## src/design/text_console_writer_top_defines.svh

```systemverilog
// assertion macros for the text console writer
`ifndef TEXT_CONSOLE_WRITER_TOP_DEFINES_SVH
`define TEXT_CONSOLE_WRITER_TOP_DEFINES_SVH

// same-cycle implication, sampled on clk, off during reset
`define TCW_ASSERT_SAME(label, ante, cons, msg) \
    label: assert property (@(posedge clk) disable iff (!rst_n) (ante) |-> (cons)) \
        else $error(msg);

// next-cycle implication, sampled on clk, off during reset
`define TCW_ASSERT_NEXT(label, ante, cons, msg) \
    label: assert property (@(posedge clk) disable iff (!rst_n) (ante) |=> (cons)) \
        else $error(msg);

`endif

```

## src/design/tcw_pkg.sv

```systemverilog
// shared constants and types for the text console writer
`default_nettype none

package tcw_pkg;

    localparam int COLUMNS = 80;
    localparam int ROWS    = 25;
    localparam int CELLS   = ROWS * COLUMNS;

    localparam int ADDR_W  = $clog2(CELLS);
    localparam int CNT_W   = $clog2(CELLS + 1);
    localparam int ROW_W   = 5;
    localparam int COL_W   = 7;
    localparam int CELL_W  = 16;
    localparam int OP_W    = 2;
    localparam int CHAR_W  = 8;
    localparam int IDX_W   = 11;
    localparam int COLOR_W = 4;
    localparam int CFG_IDX_W = 1;

    localparam logic [OP_W-1:0] OP_PUT   = 2'd0;
    localparam logic [OP_W-1:0] OP_CLEAR = 2'd1;
    localparam logic [OP_W-1:0] OP_READ  = 2'd2;

    localparam logic [CFG_IDX_W-1:0] CFG_FOREGROUND = 1'b0;
    localparam logic [CFG_IDX_W-1:0] CFG_BACKGROUND = 1'b1;

    localparam logic [CHAR_W-1:0] CH_NEWLINE = 8'd10;
    localparam logic [CHAR_W-1:0] CH_RETURN  = 8'd13;
    localparam logic [CHAR_W-1:0] CH_SPACE   = 8'd32;

    localparam logic [CELL_W-1:0] RESET_CELL = 16'h0F20;

    typedef struct packed {
        logic              we;
        logic [ADDR_W-1:0] waddr;
        logic [CELL_W-1:0] wdata;
        logic              re;
        logic [ADDR_W-1:0] raddr;
    } tcw_mem_req_t;

    typedef struct packed {
        logic [CELL_W-1:0] value;
        logic [ROW_W-1:0]  row;
        logic [COL_W-1:0]  col;
        logic              scroll;
    } tcw_result_t;

endpackage

`default_nettype wire

```

## src/design/tcw_engine.sv

```systemverilog
// cursor and sequencer: put, clear, read, scroll copy and sweeps
`default_nettype none

module tcw_engine
    import tcw_pkg::*;
(
    input  wire logic               clk,
    input  wire logic               rst_n,
    input  wire logic               in_valid,
    output logic                    in_ready,
    input  wire logic [OP_W-1:0]    op,
    input  wire logic [CHAR_W-1:0]  char_code,
    input  wire logic [IDX_W-1:0]   cell_index,
    input  wire logic [7:0]         colour,
    output tcw_mem_req_t            mem_req,
    input  wire logic [CELL_W-1:0]  mem_rdata,
    output logic                    res_valid,
    input  wire logic               res_ready,
    output tcw_result_t             res
);

    typedef enum logic [2:0] {
        ST_INIT,
        ST_IDLE,
        ST_READ,
        ST_SCROLL,
        ST_BLANK,
        ST_DONE
    } state_t;

    state_t             state_reg, state_next;
    logic [CNT_W-1:0]   ctr_reg, ctr_next;
    logic [ROW_W-1:0]   row_reg, row_next;
    logic [COL_W-1:0]   col_reg, col_next;
    logic [ADDR_W-1:0]  base_reg, base_next;
    logic [CELL_W-1:0]  value_reg, value_next;
    logic               scroll_reg, scroll_next;
    logic               adv_line;
    logic [CELL_W-1:0]  blank_cell;

    assign blank_cell = {colour, CH_SPACE};
    assign in_ready   = (state_reg == ST_IDLE);
    assign res_valid  = (state_reg == ST_DONE);
    assign res.value  = value_reg;
    assign res.row    = row_reg;
    assign res.col    = col_reg;
    assign res.scroll = scroll_reg;

    always_comb
    begin
        state_next  = state_reg;
        ctr_next    = ctr_reg;
        row_next    = row_reg;
        col_next    = col_reg;
        base_next   = base_reg;
        value_next  = value_reg;
        scroll_next = scroll_reg;
        adv_line    = 1'b0;
        mem_req     = '0;

        unique case (state_reg)
            ST_INIT:
            begin
                // power-up sweep in the fixed reset colour
                mem_req.we    = 1'b1;
                mem_req.waddr = ctr_reg[ADDR_W-1:0];
                mem_req.wdata = RESET_CELL;
                if (ctr_reg == CNT_W'(CELLS - 1))
                begin
                    state_next = ST_IDLE;
                    ctr_next   = '0;
                end
                else
                begin
                    ctr_next = ctr_reg + 1'b1;
                end
            end

            ST_IDLE:
            begin
                if (in_valid)
                begin
                    value_next  = '0;
                    scroll_next = 1'b0;
                    state_next  = ST_DONE;
                    unique case (op)
                        OP_PUT:
                        begin
                            if (char_code == CH_NEWLINE)
                            begin
                                adv_line = 1'b1;
                            end
                            else if (char_code == CH_RETURN)
                            begin
                                col_next = '0;
                            end
                            else
                            begin
                                mem_req.we    = 1'b1;
                                mem_req.waddr = base_reg + ADDR_W'(col_reg);
                                mem_req.wdata = {colour, char_code};
                                if (col_reg == COL_W'(COLUMNS - 1))
                                begin
                                    adv_line = 1'b1;
                                end
                                else
                                begin
                                    col_next = col_reg + 1'b1;
                                end
                            end
                        end

                        OP_CLEAR:
                        begin
                            row_next   = '0;
                            col_next   = '0;
                            base_next  = '0;
                            ctr_next   = '0;
                            state_next = ST_BLANK;
                        end

                        OP_READ:
                        begin
                            if (32'(cell_index) < 32'(CELLS))
                            begin
                                mem_req.re    = 1'b1;
                                mem_req.raddr = ADDR_W'(cell_index);
                                state_next    = ST_READ;
                            end
                        end

                        default:
                        begin
                            // unused op only reports the cursor
                        end
                    endcase

                    if (adv_line)
                    begin
                        col_next = '0;
                        if (row_reg == ROW_W'(ROWS - 1))
                        begin
                            scroll_next = 1'b1;
                            ctr_next    = CNT_W'(COLUMNS);
                            state_next  = ST_SCROLL;
                        end
                        else
                        begin
                            row_next  = row_reg + 1'b1;
                            base_next = base_reg + ADDR_W'(COLUMNS);
                        end
                    end
                end
            end

            ST_READ:
            begin
                value_next = mem_rdata;
                state_next = ST_DONE;
            end

            ST_SCROLL:
            begin
                // read cell ctr, write the previous read one row up
                if (ctr_reg < CNT_W'(CELLS))
                begin
                    mem_req.re    = 1'b1;
                    mem_req.raddr = ctr_reg[ADDR_W-1:0];
                end
                if (ctr_reg > CNT_W'(COLUMNS))
                begin
                    mem_req.we    = 1'b1;
                    mem_req.waddr = ADDR_W'(ctr_reg - CNT_W'(COLUMNS) - 1'b1);
                    mem_req.wdata = mem_rdata;
                end
                if (ctr_reg == CNT_W'(CELLS))
                begin
                    ctr_next   = CNT_W'((ROWS - 1) * COLUMNS);
                    state_next = ST_BLANK;
                end
                else
                begin
                    ctr_next = ctr_reg + 1'b1;
                end
            end

            ST_BLANK:
            begin
                mem_req.we    = 1'b1;
                mem_req.waddr = ctr_reg[ADDR_W-1:0];
                mem_req.wdata = blank_cell;
                if (ctr_reg == CNT_W'(CELLS - 1))
                begin
                    state_next = ST_DONE;
                end
                else
                begin
                    ctr_next = ctr_reg + 1'b1;
                end
            end

            ST_DONE:
            begin
                if (res_ready)
                begin
                    state_next = ST_IDLE;
                end
            end
        endcase
    end

    always_ff @(posedge clk or negedge rst_n)
    begin
        if (!rst_n)
        begin
            state_reg  <= ST_INIT;
            ctr_reg    <= '0;
            row_reg    <= '0;
            col_reg    <= '0;
            base_reg   <= '0;
            scroll_reg <= 1'b0;
            value_reg  <= '0;
        end
        else
        begin
            state_reg  <= state_next;
            ctr_reg    <= ctr_next;
            row_reg    <= row_next;
            col_reg    <= col_next;
            base_reg   <= base_next;
            scroll_reg <= scroll_next;
            value_reg  <= value_next;
        end
    end

endmodule

`default_nettype wire

```

## config.mk

```make
export PLATFORM = sky130hd
export DESIGN_NAME = tcw_engine
export DESIGN_NICKNAME = d
export VERILOG_FILES = /design/src/design/text_console_writer_top_defines.svh /design/src/design/tcw_pkg.sv /design/src/design/tcw_engine.sv
export SDC_FILE = /design/constraint.sdc
export NUM_CORES = 1
export LEC_CHECK = 0
export CORE_ASPECT_RATIO = 1.5
export CORE_MARGIN = 1
export CORE_UTILIZATION = 36
export CTS_CLUSTER_DIAMETER = 150
export DETAILED_ROUTE_END_ITERATION = 8
export DONT_BUFFER_PORTS = 1
export PLACE_DENSITY = 0.58
export SYNTH_ARGS = -nofsm -noshare
export SYNTH_HDL_FRONTEND = slang
export SYNTH_SLANG_ARGS = --single-unit
```

## constraint.sdc

```tcl
create_clock -name clk -period 4.24 [get_ports clk]
set_clock_uncertainty 0.05 [all_clocks]
set_input_delay 0.424 -clock clk [delete_from_list [all_inputs] [get_ports clk]]
set_output_delay 0.424 -clock clk [all_outputs]
set_load 0.005 [all_outputs]
```

==> results list <==
- The register with the most flip-flops in the layout has 16 of them.
* Fraction of synthesis flops using an asynchronous set or reset pin: 100%
- Drt wl/cell: approximately 21 um
- Final worst-path cycle share: between 70% and 80%
- Clk buf depth: 2
* Net switching fraction of the power: 45.9%
- Master cell of the clock root buffer: clkbuf_16
- Total number of placement rows: 47
- CTS tree: built
- The highest metal layer carrying signal wires in the routed design is met4.
* Utilization after layout: 39.5%
* Predominant post-synthesis flop cell: dfrtp_1
- Synthesized net count: 552
- Total number of clock tree sinks: between 50 and 60
- In this run, the number of DRC markers left after iteration 0 of detailed routing was 177.
- Worst path required time: 3.77 ns
* Number of antenna violations at the first check in global routing: 0
* Metal2 WL: just under 7000 um
* Max Clock Freq: 0.316 GHz
* Clock network latency to the later pin of the worst-skew pair: 0.30 ns
- Number of H-tree levels: 2
* Pins over their slew limit: 0
* Post-synth design cell area: 0.00412 mm2
* Data arrival time of the worst path: 2.69 ns
* Tot GR Track Use: 22.4%
- In the final routing, the length of wire on met1 measures 4810 um.
- RSZ-0062 raised after global routing: false
- Of the total power, the clock network draws 19.5%.
* Residual overflow from global routing: 0
* Via count: 3759
- By area the synthesized netlist is led by dfrtp_1, nand2_1, o21ai_0, ha_1, a22o_1.
- Number of inserted filler cells in the final layout: 1190
- Nature of the critical path endpoint: primary output
- TritonCTS Buffers: 5
- Synthesized instance count: between 400 and 500
- From bottom edge to top edge, the die measures ~130 um.
* Fraction of synthesized cell area taken by the top area cell type: between 30% and 40%
- Entering global routing, the biggest net connects 55 pins.
- The analysis attributes to cell leakage a power of ~1.8 nW.
- Cell internal power was estimated by the tool at 1.23 mW.
- Flop and latch count out of synthesis: 54
- Max-cap violations in this run came to 0.
- Proportion of power drawn by flip-flops and latches: slightly above 40%
- Final number of hold-violating endpoints: 0
- Summing all flip-flop and latch instances after layout gives 0.00135 mm2.
- Using the TritonRoute via totals, the vias-per-cell ratio works out to between 6 and 7.
- Total routed wirelength: 12700 um
- DR WL met3: 655 um
- Area of the multi-input gates: between 0.002 and 0.003 mm2
* Post-synth top area cell: dfrtp_1
- The critical path is of the flip-flop to primary output type.
- Proportion of synthesized chip area in sequential cells: 32.8%
- Number of antenna cells inserted: 0
- At the end of routability-driven placement, the weighted congestion stood at 0.918.
* Final Critical Period: 3.17 ns
- Of the cells placed in the final design, the portion with a size suffix greater than 1 is under 10%.
* Yosys synthesis warning count: 0
* Worst IR drop on VDD: between 0.15 and 0.2 mV
- Number of synthesized flops with an enable pin: 0
* Number of I/O pins: 120
- Antenna Violating Nets Remaining: 0
* Slew Limit Headroom: 41.1%
- DRC: 0
- For this run, the detailed router's first-pass iteration total came to 4.
* Top cells by count, synth: nand2_1, dfrtp_1, o21ai_0, nand3_1, a21oi_1
- The worst setup path is launched from a flip-flop.
- Wire length of the first global-routing pass: 20300 um
* Area of the die: between 0.01 and 0.015 mm2
- For the pin with the worst max-slew slack, the measured transition is 0.880 ns.
- Clock-pin slew on the worst setup and hold paths: 0.07 ns
- The number of global-route vias before repair is 3711.
- Final HPWL from detailed placement: roughly 9600 um
- Port bufs: 0
* Power spent charging and discharging nets: between 1 and 1.5 mW
- The initial utilization of the core area, before any placement, comes to 37.2%.
* Number of setup violations in the final report: 0
* Mean Syn Cell Area: 8.47 um2
- Hold Path Class: input pin to flip-flop
- Die W: a little under 90 um
- By instance count, the leading cell after synthesis is nand2_1.
* Layout area overhead: 6.11%
- Combinational logic is responsible for 40.2% of the overall power.
- The total area inside the core boundary comes to between 0.01 and 0.015 mm2.
- Post-Route Setup TNS: 0 ns
* Outcome: finished clean
- After the last flow step, the layout net total stands at 536.
- For this design the ratio of total power to cell area is 520 mW/mm2.
* Critical-path maximum fanout: 11
- In this run, distinct cell masters in the synthesized netlist total 74.
## path summary, 6_finish.rpt
kind                                       to  slack, ns     startpoint  cells past startpoint
worst max-delay path              mem_req[22]       1.07   state_reg[0]                      6
worst min-delay path            value_reg[13]       0.19  mem_rdata[13]                      2
min in group asynchronous        value_reg[3]       0.63          rst_n                      2
worst min register to register    base_reg[3]       0.46    base_reg[3]                      1
worst max register to register     ctr_reg[9]       1.59   state_reg[1]                      5
max in group asynchronous         base_reg[7]       3.25          rst_n                      2
## cell type report
type	count	area share, %
clock buffer	7	3.27
clock inverter	1	0.201
inverter	18	1.55
multi-input combinational	383	57.9
sequential	54	30.9
tap	147	4.21
timing repair buffer	8	1.89
## cell usage in the layout, fill, tap and decap left out, types with 6 or more instances in the layout
cell type	instances
nand2_1	56
dfrtp_1	54
o21ai_0	42
nand3_1	28
a21oi_1	26
nor2_1	25
a22o_1	22
inv_1	18
nor3_1	16
ha_1	16
xor2_1	10
a21o_1	9
o211ai_1	8
nor2b_1	8
nand2b_1	6
a31oi_1	6
buf_4	6
## worst max-delay path, stage by stage, from the launching register on
cell and delay [ns]:
dfrtp_1 0.54, nor4bb_1 0.34, buf_4 0.22, and2_1 0.35
o21a_1 0.52, nor2_1 0.13, o21ai_0 0.29
## power groups by stage
stage | registers, mW | clock network (mW) | logic (mW)
after global routing | 0.939 | 0.476 | 1.02
after global placement | 0.911 | 0 | 0.876
after floorplan | 0.762 | 0 | 0.832
after detailed placement | 0.920 | 0 | 0.889
final | 0.914 | 0.442 | 0.913
after CTS | 0.909 | 0.453 | 0.911
## per-stage QoR
| step | instances | power, mW | setup slack, ns | hold slack [ns] | cell area [um2] |
|---|---|---|---|---|---|
| 2_1_floorplan | 486 | 1.59 | 1.77 | 0.0784 | 4120 |
| 3_3_place_gp | 608 | 1.79 | 1.41 | 0.0796 | 4180 |
| 3_5_place_dp | 608 | 1.81 | 1.45 | 0.0799 | 4180 |
| 4_1_cts | 618 | 2.27 | 1.08 | 0.180 | 4370 |
| 5_1_grt | 618 | 2.43 | 0.900 | 0.189 | 4370 |
| 6_report | 618 | 2.27 | 1.07 | 0.186 | 4370 |
## cells by family after synthesis
family,share of synthesized area (%)
and+or+nand+nor,22.7
AOI/OAI and AO/OA,29.9
DFF,32.8
buffers and inverters,5.96
adders and majority gates,5.35
xor gates and xnor gates,2.77
muxes,0.517
## routing by layer
layer  vias up  track usage [%]
met2       125             39.6
li1       1783                -
met3        32             3.81
met4         0             9.70
met5         -                0
met1      1819             25.9
## what timing repair did
item                      CTS  global route
buffers inserted            0             0
hold buffers                2             0
gates resized for setup     0             0
hold endpoints to repair   54             0
Note: power is estimated with default switching activity, not from simulation.
